<file path="src/rtl/gdc_pkg.sv">
// ----------------------------------------------------------------------------
// gdc_pkg: shared types, constants and tables for the Gregorian date converter
// Word layouts for both channels, reciprocal constants and month tables.
// ----------------------------------------------------------------------------
package gdc_pkg;

    localparam int YEAR_BITS   = 14;
    localparam int MONTH_BITS  = 4;
    localparam int DAY_BITS    = 5;
    localparam int WDAY_BITS   = 3;
    localparam int YDAY_BITS   = 9;
    localparam int EPOCH_BITS  = 23;

    localparam int FIRST_YEAR   = 1583;
    localparam int LEAPS_BEFORE = 383;   // leap years in 1..1582
    localparam int DAYS_IN_YEAR = 365;
    localparam int MONTHS       = 12;

    localparam logic [MONTH_BITS-1:0] MONTH_JAN = MONTH_BITS'(0);
    localparam logic [MONTH_BITS-1:0] MONTH_FEB = MONTH_BITS'(1);
    localparam logic [MONTH_BITS-1:0] MONTH_MAR = MONTH_BITS'(2);

    // y/100 as (y * DIV100_MUL) >> DIV100_SHIFT, exact for y below 2**17
    localparam int DIV100_SHIFT = 24;
    localparam int DIV100_MUL   = 167773;
    localparam int DIV100_MBITS = 18;
    localparam int Q100_BITS    = YEAR_BITS - 6;
    localparam int P100_BITS    = YEAR_BITS + DIV100_MBITS;

    // s/7 as (s * MOD7_MUL) >> MOD7_SHIFT, exact for s below 349525
    localparam int MOD7_SHIFT   = 21;
    localparam int MOD7_MUL     = 299594;
    localparam int MOD7_MBITS   = 19;
    localparam int SUM_BITS     = YEAR_BITS + 2;
    localparam int P7_BITS      = SUM_BITS + MOD7_MBITS;

    typedef struct packed {
        logic [YEAR_BITS-1:0]  year;
        logic [MONTH_BITS-1:0] month;
        logic [DAY_BITS-1:0]   day;
    } t_in_word;

    typedef struct packed {
        logic                  valid_res;
        logic                  leap;
        logic [WDAY_BITS-1:0]  weekday;
        logic [YDAY_BITS-1:0]  year_day;
        logic [EPOCH_BITS-1:0] epoch_day;
    } t_out_word;

    // Length of a month in a common year; zero for month codes past December
    function automatic logic [DAY_BITS-1:0] month_len(input logic [MONTH_BITS-1:0] m);
        logic [DAY_BITS-1:0] len;
        case (m)
            4'd1:                      len = 5'd28;
            4'd3, 4'd5, 4'd8, 4'd10:   len = 5'd30;
            4'd0, 4'd2, 4'd4, 4'd6,
            4'd7, 4'd9, 4'd11:         len = 5'd31;
            default:                   len = 5'd0;
        endcase
        return len;
    endfunction

    // Days before the first of the month in a common year
    function automatic logic [YDAY_BITS-1:0] days_before(input logic [MONTH_BITS-1:0] m);
        logic [YDAY_BITS-1:0] d;
        case (m)
            4'd0:    d = 9'd0;
            4'd1:    d = 9'd31;
            4'd2:    d = 9'd59;
            4'd3:    d = 9'd90;
            4'd4:    d = 9'd120;
            4'd5:    d = 9'd151;
            4'd6:    d = 9'd181;
            4'd7:    d = 9'd212;
            4'd8:    d = 9'd243;
            4'd9:    d = 9'd273;
            4'd10:   d = 9'd304;
            4'd11:   d = 9'd334;
            default: d = 9'd0;
        endcase
        return d;
    endfunction

    // floor(31*m/12) with March as m=1 and January/February as 11/12
    function automatic logic [4:0] wday_month_term(input logic [MONTH_BITS-1:0] m);
        logic [4:0] t;
        case (m)
            4'd0:    t = 5'd28;
            4'd1:    t = 5'd31;
            4'd2:    t = 5'd2;
            4'd3:    t = 5'd5;
            4'd4:    t = 5'd7;
            4'd5:    t = 5'd10;
            4'd6:    t = 5'd12;
            4'd7:    t = 5'd15;
            4'd8:    t = 5'd18;
            4'd9:    t = 5'd20;
            4'd10:   t = 5'd23;
            4'd11:   t = 5'd25;
            default: t = 5'd0;
        endcase
        return t;
    endfunction

endpackage

</file>
<file path="src/rtl/gdc_in_if.sv">
// ----------------------------------------------------------------------------
// gdc_in_if: date input channel
// Valid/ready handshake carrying one date word.
// ----------------------------------------------------------------------------
interface gdc_in_if import gdc_pkg::*; ();
    logic     valid;
    logic     ready;
    t_in_word data;

    modport source (output valid, output data, input ready);
    modport sink   (input valid, input data, output ready);
endinterface

</file>
<file path="src/rtl/gdc_out_if.sv">
// ----------------------------------------------------------------------------
// gdc_out_if: conversion result channel
// Valid/ready handshake carrying one result word.
// ----------------------------------------------------------------------------
interface gdc_out_if import gdc_pkg::*; ();
    logic      valid;
    logic      ready;
    t_out_word data;

    modport source (output valid, output data, input ready);
    modport sink   (input valid, input data, output ready);
endinterface

</file>
<file path="src/rtl/gdc_mod7.sv">
// ----------------------------------------------------------------------------
// gdc_mod7: remainder modulo 7 by reciprocal multiplication
// Registers the product and the operand, then corrects to the remainder.
// ----------------------------------------------------------------------------
module gdc_mod7 import gdc_pkg::*; (
    input  logic                i_clk,
    input  logic                i_en,
    input  logic [SUM_BITS-1:0] i_sum,
    output logic [WDAY_BITS-1:0] o_rem
);

    logic [P7_BITS-1:0]  r_prod;
    logic [SUM_BITS-1:0] r_sum;
    logic [SUM_BITS-1:0] w_quot;
    logic [SUM_BITS-1:0] w_rem;

    always_ff @(posedge i_clk) begin
        if (i_en) begin
            r_prod <= P7_BITS'(i_sum) * P7_BITS'(MOD7_MUL);
            r_sum  <= i_sum;
        end
    end

    assign w_quot = SUM_BITS'(r_prod >> MOD7_SHIFT);
    // quotient times 7 as shift and subtract
    assign w_rem  = r_sum - (SUM_BITS'(w_quot << 3) - w_quot);
    assign o_rem  = w_rem[WDAY_BITS-1:0];

endmodule

</file>
<file path="src/rtl/gregorian_date_converter_top.sv">
// ----------------------------------------------------------------------------
// gregorian_date_converter_top: Gregorian date check and conversion
// Five-stage pipeline; validity, leap flag, weekday, year day, epoch day.
// ----------------------------------------------------------------------------
// Throughput: one date word per cycle; each stage holds under back-pressure.
// Reset: i_rst_n clears the stage valid bits only; no result after reset.
// Stage depth is set by the divide-by-100 and modulo-7 reciprocal multiplies.
module gregorian_date_converter_top import gdc_pkg::*; (
    input  logic     i_clk,
    input  logic     i_rst_n,
    gdc_in_if.sink   i_in,
    gdc_out_if.source o_out
);

    logic [5:1] r_vld;
    logic [6:1] w_rdy;

    // stage 1
    logic [YEAR_BITS-1:0]  r_s1_year;
    logic [YEAR_BITS-1:0]  r_s1_ye;
    logic [MONTH_BITS-1:0] r_s1_month;
    logic [DAY_BITS-1:0]   r_s1_day;
    logic                  r_s1_ok;
    logic [P100_BITS-1:0]  r_s1_p100;
    logic [YEAR_BITS-1:0]  n_s1_ye;

    // stage 2
    logic [YEAR_BITS-1:0]  r_s2_ye;
    logic [YEAR_BITS-1:0]  r_s2_leaps;
    logic [MONTH_BITS-1:0] r_s2_month;
    logic [DAY_BITS-1:0]   r_s2_day;
    logic [YDAY_BITS-1:0]  r_s2_yday;
    logic                  r_s2_ok;
    logic                  r_s2_leap;
    logic [Q100_BITS-1:0]  w_q100;
    logic [YEAR_BITS-1:0]  w_r100;
    logic                  w_cent;
    logic                  w_quad_cent;
    logic                  n_s2_leap;
    logic [DAY_BITS:0]     w_mlen;
    logic                  n_s2_ok;
    logic [YDAY_BITS-1:0]  n_s2_yday;
    logic [YEAR_BITS-1:0]  n_s2_leaps;

    // stage 3
    logic [SUM_BITS-1:0]   r_s3_sum;
    logic [EPOCH_BITS-1:0] r_s3_epoch;
    logic [YDAY_BITS-1:0]  r_s3_yday;
    logic                  r_s3_ok;
    logic                  r_s3_leap;
    logic [SUM_BITS-1:0]   n_s3_sum;
    logic [1:0]            w_shift_term;
    logic [31:0]           w_epoch_full;

    // stage 4
    logic [EPOCH_BITS-1:0] r_s4_epoch;
    logic [YDAY_BITS-1:0]  r_s4_yday;
    logic                  r_s4_ok;
    logic                  r_s4_leap;
    logic [WDAY_BITS-1:0]  w_wday;

    // stage 5
    t_out_word             r_out;

    // A stage loads when it is empty or its successor moves on
    always_comb begin
        w_rdy[6] = o_out.ready;
        for (int k = 5; k >= 1; k--) begin
            w_rdy[k] = ~r_vld[k] | w_rdy[k+1];
        end
    end

    assign i_in.ready = w_rdy[1];

    always_ff @(posedge i_clk) begin
        if (!i_rst_n) begin
            r_vld <= '0;
        end else begin
            if (w_rdy[1]) r_vld[1] <= i_in.valid;
            for (int k = 2; k <= 5; k++) begin
                if (w_rdy[k]) r_vld[k] <= r_vld[k-1];
            end
        end
    end

    // ---------------- stage 1: range checks, start y/100 ----------------
    assign n_s1_ye = i_in.data.year - YEAR_BITS'(1);

    always_ff @(posedge i_clk) begin
        if (w_rdy[1]) begin
            r_s1_year  <= i_in.data.year;
            r_s1_ye    <= n_s1_ye;
            r_s1_month <= i_in.data.month;
            r_s1_day   <= i_in.data.day;
            r_s1_ok    <= (32'(i_in.data.year) >= 32'(FIRST_YEAR)) &&
                          (32'(i_in.data.month) < 32'(MONTHS)) &&
                          (i_in.data.day != '0);
            r_s1_p100  <= P100_BITS'(n_s1_ye) * P100_BITS'(DIV100_MUL);
        end
    end

    // ---------------- stage 2: leap rule, month length, day of year ----------------
    function automatic logic [Q100_BITS-1:0] w_qsel(input logic [P100_BITS-1:0] p);
        return Q100_BITS'(p >> DIV100_SHIFT);
    endfunction

    // Work from year-1: the year is a century year when year-1 ends in 99
    assign w_q100      = w_qsel(r_s1_p100);
    assign w_r100      = r_s1_ye - YEAR_BITS'(32'(w_q100) * 32'd100);
    assign w_cent      = (w_r100 == YEAR_BITS'(99));
    assign w_quad_cent = w_cent && (w_q100[1:0] == 2'b11);
    assign n_s2_leap   = ((r_s1_year[1:0] == 2'b00) && !w_cent) || w_quad_cent;
    assign w_mlen      = {1'b0, month_len(r_s1_month)} +
                         {{DAY_BITS{1'b0}}, (r_s1_month == MONTH_FEB) && n_s2_leap};
    assign n_s2_ok     = r_s1_ok && ({1'b0, r_s1_day} <= w_mlen);
    assign n_s2_yday   = days_before(r_s1_month) + YDAY_BITS'(r_s1_day) +
                         YDAY_BITS'((r_s1_month >= MONTH_MAR) && n_s2_leap);
    // leap years in 1..year-1
    assign n_s2_leaps  = (r_s1_ye >> 2) - YEAR_BITS'(w_q100) + YEAR_BITS'(w_q100 >> 2);

    always_ff @(posedge i_clk) begin
        if (w_rdy[2]) begin
            r_s2_ye    <= r_s1_ye;
            r_s2_leaps <= n_s2_leaps;
            r_s2_month <= r_s1_month;
            r_s2_day   <= r_s1_day;
            r_s2_yday  <= n_s2_yday;
            r_s2_ok    <= n_s2_ok;
            r_s2_leap  <= n_s2_leap;
        end
    end

    // ---------------- stage 3: weekday sum, epoch day ----------------
    // For March on, y + y/4 - y/100 + y/400 of the year itself is
    // (year-1) + leaps(year-1) + 1 + leap
    assign w_shift_term = (r_s2_month < MONTH_MAR) ? 2'd0 : (2'd1 + 2'(r_s2_leap));
    assign n_s3_sum     = SUM_BITS'(r_s2_day) + SUM_BITS'(r_s2_ye) +
                          SUM_BITS'(r_s2_leaps) + SUM_BITS'(w_shift_term) +
                          SUM_BITS'(wday_month_term(r_s2_month));
    assign w_epoch_full = 32'(DAYS_IN_YEAR) *
                          32'(r_s2_ye - YEAR_BITS'(FIRST_YEAR - 1)) +
                          32'(r_s2_leaps) - 32'(LEAPS_BEFORE) + 32'(r_s2_yday);

    always_ff @(posedge i_clk) begin
        if (w_rdy[3]) begin
            r_s3_sum   <= n_s3_sum;
            r_s3_epoch <= w_epoch_full[EPOCH_BITS-1:0];
            r_s3_yday  <= r_s2_yday;
            r_s3_ok    <= r_s2_ok;
            r_s3_leap  <= r_s2_leap;
        end
    end

    // ---------------- stage 4: modulo 7 product ----------------
    gdc_mod7 u_mod7 (
        .i_clk (i_clk),
        .i_en  (w_rdy[4]),
        .i_sum (r_s3_sum),
        .o_rem (w_wday)
    );

    always_ff @(posedge i_clk) begin
        if (w_rdy[4]) begin
            r_s4_epoch <= r_s3_epoch;
            r_s4_yday  <= r_s3_yday;
            r_s4_ok    <= r_s3_ok;
            r_s4_leap  <= r_s3_leap;
        end
    end

    // ---------------- stage 5: output word, zero on a bad date ----------------
    always_ff @(posedge i_clk) begin
        if (w_rdy[5]) begin
            if (r_s4_ok) begin
                r_out.valid_res <= 1'b1;
                r_out.leap      <= r_s4_leap;
                r_out.weekday   <= w_wday;
                r_out.year_day  <= r_s4_yday;
                r_out.epoch_day <= r_s4_epoch;
            end else begin
                r_out <= '0;
            end
        end
    end

    assign o_out.valid = r_vld[5];
    assign o_out.data  = r_out;

endmodule
</file>
<file path="src/flat_wrapper.sv">
// flat-port wrapper written by rule: the top's interface ports become plain ports
module gregorian_date_converter_top_flat import gdc_pkg::*;
  (i_clk, i_rst_n, i_in_valid, i_in_data, i_in_ready, o_out_valid, o_out_data, o_out_ready);
  gdc_in_if i_in_i ();
  gdc_out_if o_out_i ();
  input  logic i_clk;
  input  logic i_rst_n;
  input wire logic [$bits(i_in_i.valid)-1:0] i_in_valid;
  input wire logic [$bits(i_in_i.data)-1:0] i_in_data;
  output wire logic [$bits(i_in_i.ready)-1:0] i_in_ready;
  output wire logic [$bits(o_out_i.valid)-1:0] o_out_valid;
  output wire logic [$bits(o_out_i.data)-1:0] o_out_data;
  input wire logic [$bits(o_out_i.ready)-1:0] o_out_ready;
  assign i_in_i.valid = i_in_valid;
  assign i_in_i.data = i_in_data;
  assign i_in_ready = i_in_i.ready;
  assign o_out_valid = o_out_i.valid;
  assign o_out_data = o_out_i.data;
  assign o_out_i.ready = o_out_ready;
  gregorian_date_converter_top u_core (.i_clk(i_clk), .i_rst_n(i_rst_n), .i_in(i_in_i), .o_out(o_out_i));
endmodule
</file>
<file path="config.mk">
export PLATFORM = sky130hd
export DESIGN_NAME = gregorian_date_converter_top_flat
export DESIGN_NICKNAME = d
export VERILOG_FILES = /design/src/rtl/gdc_pkg.sv /design/src/rtl/gdc_in_if.sv /design/src/rtl/gdc_out_if.sv /design/src/rtl/gdc_mod7.sv /design/src/rtl/gregorian_date_converter_top.sv /design/src/flat_wrapper.sv
export SDC_FILE = /design/constraint.sdc
export NUM_CORES = 1
export LEC_CHECK = 0
export ABC_AREA = 1
export BUFFER_PORTS_ARGS = -buffer_cell sky130_fd_sc_hd__buf_2
export CORE_MARGIN = 2
export CORE_UTILIZATION = 27
export DETAILED_ROUTE_END_ITERATION = 8
export PLACE_DENSITY = 0.53
export SKIP_CTS_REPAIR_TIMING = 1
export SLEW_MARGIN = 20
export SYNTH_ARGS = -nofsm -noshare
export SYNTH_HDL_FRONTEND = slang
export SYNTH_HIERARCHICAL = 1
export SYNTH_SLANG_ARGS = --single-unit
</file>
<file path="constraint.sdc">
create_clock -name i_clk -period 18.8 [get_ports i_clk]
set_clock_uncertainty 0.2 [all_clocks]
set_input_delay 1.88 -clock i_clk [delete_from_list [all_inputs] [get_ports i_clk]]
set_output_delay 1.88 -clock i_clk [all_outputs]
set_load 0.02 [all_outputs]
</file>
==> results.yml, run 1 <==
layout:
  final_nets: 3143
  final_area_um2: 25940
  syn_to_final_growth_pct: 11.79
  nFillCells: 8959
  multi_input_area_um2: 14270
  drive_gt1_frac: 0.05899
  fin_cells: 3670
  diodes: 0
  seqCellArea_um2: 6716
global_route:
  antenna_found_initial: 0
  grt_max_degree: 52
  gr-total-overflow: 0
  grt_pass1_vias: 15898
  grt_pass1_wl_um: 83240
  grt_use_total: 0.1174
timing:
  period_needed_ns: 8.380
  fin_hold_ws_ns: 0.2179
  setup-violations-final: 0
  fmax_mhz: 119.3
  rsz0062_at_grt: "no"
  fin_crit_sh: 0.4457
  max_slew_margin: 0.3383
  setup_tns_ns: 0
  hold_viol: 0
  final_max_slew_viol_count: 0
  tightest_slew_ns: 0.9892
yosys:
  synth_xor_area_frac: 0.03510
  synth_ff_type: "edfxtp_1"
  synthesis.area_um2: 23200
  synth_seq_cells: 231
  netlist_instances: 2411
  synth_cell_types: 52
  synth_compound_gate_area_share: 0.05322
  synth_top_family_by_area: "adder cells"
  async_flop_share: 0
  synthSimpleGateAreaFrac: 0.1211
  yosysTopAreaCell: "edfxtp_1"
  synth_area_leaders: "edfxtp_1 (27%), ha_1 (20%), fa_1 (20%)"
  synth_mux_area_frac: 0
  yosysWarnings: 6
  synth_top_area_frac: 0.2705
  yosysSeqAreaShare: 0.2894
  synthAdderAreaFrac: 0.4052
  post_synth.cell_area_avg_um2: 9.625
  synth.most_common_cell: "inv_1"
  syn-num-nets: 3049
  synthTopCellsByCount: "inv_1 (580), nand2_1 (416), ha_1 (377)"
  synth_edf_count: 209
placed_design:
  place.gp.congestion: 0.8827
  hpwlAfterDp_um: 43830
  portBuffers: 65
  dpl_cell_area_um2: 24980
  dp.cells: 3619
run_status:
  outcome: "finished, final reports clean"
setup_path:
  critical_path_required_ns: 18.91
  endpoint_kind: "flop"
  cp.arrival_ns: 8.49
  reg2reg_slack_ns: 12.18
  cp_max_fo: 11
  path_class: "in -> reg"
  start_kind: "primary input"
drt:
  dr.pass1.iters: 5
  vias_per_cell: 4.223
  first_iter_violations: 759
  wire_per_inst_um: 13.79
  route.vias.total: 15500
  drtAntennaViolNets: 0
  wl_um: 50620
  drt_drc_violations_left: 0
floorplan:
  die_h_um: 297.2
  initial_utilization: 0.2725
  design.core.area_um2: 85150
  io_pins: 66
  die_width_um: 297.2
  num_rows: 107
  dieArea_um2: 88300
clocking:
  clk_latency_ns: 0.58
  numCtsBuffers: 27
  ctsRootBufferMaster: "clkbuf_16"
  cts_sinks: 231
  cts_tree: "done"
  clk_pin_slew_worst_paths_ns: 0.06
  h-tree-depth: 1
  cts_buffer_depth: 3
min_path:
  hp-class: "reg -> reg"
job:
  drv_cap: 0
-- registers in the layout, indices dropped and copies added (netlist names), 14 cells and up, named ones only --
name               flops
u_core/o_out.data     37
u_core/r_s3_epoch     23
u_core/r_s4_epoch     23
u_core/r_s3_sum       16
u_core/r_s1_ye        14
u_core/r_s2_leaps     14
u_core/r_s2_ye        14
-- worst paths after layout --
kind,depth (start not counted),endpoint,startpoint
min,0,u_core/r_s4_yday[5],u_core/r_s3_yday[5]
max,27,u_core/r_s1_p100[29],i_in_data[9]
min reg2reg,0,u_core/r_s4_yday[5],u_core/r_s3_yday[5]
max reg2reg,22,u_core/r_s3_epoch[16],u_core/r_s2_ye[1]
-- layout by cell type (no fill, tap or decap), types with 16 or more instances in the layout --
master	n
nor3_1	19
o21ai_0	45
clkbuf_16	27
nand3_1	76
nor2_1	111
buf_2	65
nand4_1	16
xnor2_1	26
a21oi_1	101
nand2_1	415
xor2_1	67
fa_1	234
ha_1	377
dfxtp_1	22
edfxtp_1	209
inv_1	580
-- routing by layer --
metal | routed length, um | GRT usage | vias up
met2 | 23520 | 0.2012 | 263
met3 | 1958 | 0.01220 | 52
met1 | 24230 | 0.1612 | 7319
met5 | 0 | 0 | -
li1 | - | - | 7866
met4 | 913 | 0.02189 | 0
-- worst max-delay path: stages --
cell	delay [ns]
buf_2	0.18
inv_1	0.40
nand4_1	0.22
nor3_1	0.27
nor3b_1	0.39
nand2_1	0.11
xor2_1	0.25
inv_1	0.20
fa_1	0.54
inv_1	0.09
fa_1	0.52
fa_1	0.55
inv_1	0.06
fa_1	0.50
fa_1	0.54
inv_1	0.05
fa_1	0.50
inv_1	0.04
ha_1	0.33
nand2_1	0.14
o21ai_0	0.14
nand2_1	0.08
a21oi_1	0.06
a211oi_1	0.24
nand2_1	0.10
nand2_1	0.06
nand2_1	0.04
-- logic make-up after synthesis --
kind of cell | after synthesis
buf+inv | 590
fa+ha+maj | 611
xor+xnor | 93
simple gates | 675
flops | 231
compound gates | 211
-- per-stage QoR --
stage	util	setup WS (ns)
floorplan	-	10.71
global placement	0.2933	9.843
detailed placement	0.2933	9.815
CTS	0.3045	10.41
global route	0.3046	9.800
finish	0.3046	10.42
-- final cells by class --
class / count / share of cell area
Timing Repair Buffer: 72 / 0.01486
Sequential cell: 231 / 0.2589
Tap cell: 1144 / 0.05518
Clock inverter: 23 / 0.01056
Inverter: 583 / 0.08436
Clock buffer: 27 / 0.02605
Multi-Input combinational cell: 1590 / 0.5501
Power of run 1 is not shown: default switching activity piles up to over one toggle a cycle in this logic, so the estimate is an artifact.
==> inputs of run 2 (changes only) <==
Clock period 18.8 ns to 8.45 ns, I/O delays scaled along.
==> run 2 against run 1 <==
Design area down 0.11%. Final cell count is 0.19% higher. Routed wire length is essentially flat. Via count fell by 0.10%. Highest routed layer unchanged. Core utilization about the same. Largest cell class unchanged. Clock-buffer cell count rose by 2. Critical endpoint is now u_core/r_s1_p100[28]. Sequential cell count unchanged.
==> results.yml, run 2 (synthesis gave the netlist of run 1 again) <==
drt:
  wl_um: 50640
  drtAntennaViolNets: 0
  wire_per_inst_um: 13.77
  drt_drc_violations_left: 0
  dr.pass1.iters: 4
  vias_per_cell: 4.211
  route.vias.total: 15484
  first_iter_violations: 655
floorplan:
  num_rows: 107
  design.core.area_um2: 85150
  io_pins: 66
  dieArea_um2: 88300
  die_width_um: 297.2
  initial_utilization: 0.2725
  die_h_um: 297.2
min_path:
  hp-class: "reg -> reg"
  hp-start: "u_core/r_s3_epoch[7]"
timing:
  final_max_slew_viol_count: 0
  setup_tns_ns: 0
  fin_crit_sh: 0.8445
  period_needed_ns: 7.136
  hold_viol: 0
  rsz0062_at_grt: "no"
  setup-violations-final: 0
  fmax_mhz: 140.1
  tightest_slew_ns: 1.004
  max_slew_margin: 0.3282
setup_path:
  cp_slowest_cell: "fa_1"
  max_stage_delay_ns: 0.56
  r2r_start: "u_core/r_s2_ye[1]"
  cp.buffers_inverters: 6
  r2r-end: "u_core/r_s3_epoch[19]"
  path_class: "in -> reg"
  cp.arrival_ns: 7.25
  endpoint_kind: "flop"
  rr_worst_depth: 23
  startpoint: "i_in_data[13]"
  cp.depth: 26
  start_kind: "primary input"
  crit_top_cell: "fa_1"
  reg2reg_slack_ns: 1.79
  critical_path.top_delay_family: "adder cells"
  crit_path_end: "u_core/r_s1_p100[28]"
  critical_path_required_ns: 8.56
  cp_max_fo: 6
clocking:
  clk_pin_slew_worst_paths_ns: 0.06
  h-tree-depth: 1
  cts_sinks: 231
  ctsRootBufferMaster: "clkbuf_16"
  cts_tree: "done"
  numCtsBuffers: 27
  cts_buffer_depth: 3
  clk_latency_ns: 0.57
global_route:
  gr-total-overflow: 0
  grt_pass1_vias: 15892
  grt_max_degree: 52
  grt_use_total: 0.1168
  antenna_found_initial: 0
  grt_pass1_wl_um: 82500
layout:
  final_area_um2: 25910
  syn_to_final_growth_pct: 11.67
  largest_register_ffs: 37
  final_nets: 3149
  layout_commonest_cell: "inv_1"
  post-route-util: 0.3043
  final_cell_mix: "inv_1 (580), nand2_1 (415), ha_1 (377), fa_1 (234), edfxtp_1 (209)"
  drive_gt1_frac: 0.06003
placed_design:
  place.gp.congestion: 0.8597
  dpl_cell_area_um2: 25030
  hpwlAfterDp_um: 43410
  portBuffers: 65
run_status:
  outcome: "finished, final reports clean"
job:
  drv_cap: 0
[run 2: changes by cell type in the layout (fill, tap and decap cells not counted), sizes merged]
cell      delta
clkinvlp     +1
clkbuf       +2
inv          -3
bufinv       -2
diode        +1
clkinv       +2
buf          +6
[run 2: cell type report]
type	count	area (um2)
Tap cell	1144	1431
Multi-Input combinational cell	1590	14270
Sequential cell	231	6716
Clock buffer	29	683.2
Inverter	583	2188
Clock inverter	21	198.9
Fill cell	8962	59230
Timing Repair Buffer	78	422.9
Antenna cell	1	2.502
[run 2: per-layer routing]
metal	global-route usage	vias up	routed length, um
li1	-	7882	-
met1	0.1575	7340	24370
met2	0.2004	214	23720
met3	0.01548	48	1645
met4	0.02249	0	904
met5	0	-	0
[run 2: metrics by stage]
step	hold slack (ns)	cells	setup slack [ns]
3_5_place_dp	0.2045	3626	0.7841
4_1_cts	0.2172	3676	1.383
2_1_floorplan	0.2003	2411	1.394
6_report	0.2145	3677	1.314
3_3_place_gp	0.2017	3626	0.8659
5_1_grt	0.2233	3676	0.8888
[run 2: worst min-delay path by stage]
| stage | slack, ns | cells after the start | end |
|---|---|---|---|
| floorplan | 0.20 | 0 | u_core/r_s3_ok |
| global placement | 0.20 | 0 | u_core/r_s4_yday[1] |
| detailed placement | 0.20 | 0 | u_core/r_s4_leap |
| CTS | 0.22 | 0 | u_core/r_s4_epoch[7] |
| global route | 0.22 | 0 | u_core/r_s4_epoch[7] |
| finish | 0.21 | 0 | u_core/r_s4_epoch[7] |
[run 2: worst register-to-register path, delay by kind of cell (launching register included)]
kind                     cells  cell delay, ns
AND/OR/NAND/NOR             10            1.78
AO/OA/AOI/OAI                1            0.08
flip-flops                   1            0.71
buffers and inverters        3            0.27
adder cells (fa/ha/maj)      7            3.03
XOR/XNOR                     2            0.33
Power of run 2 is left out for the same reason.
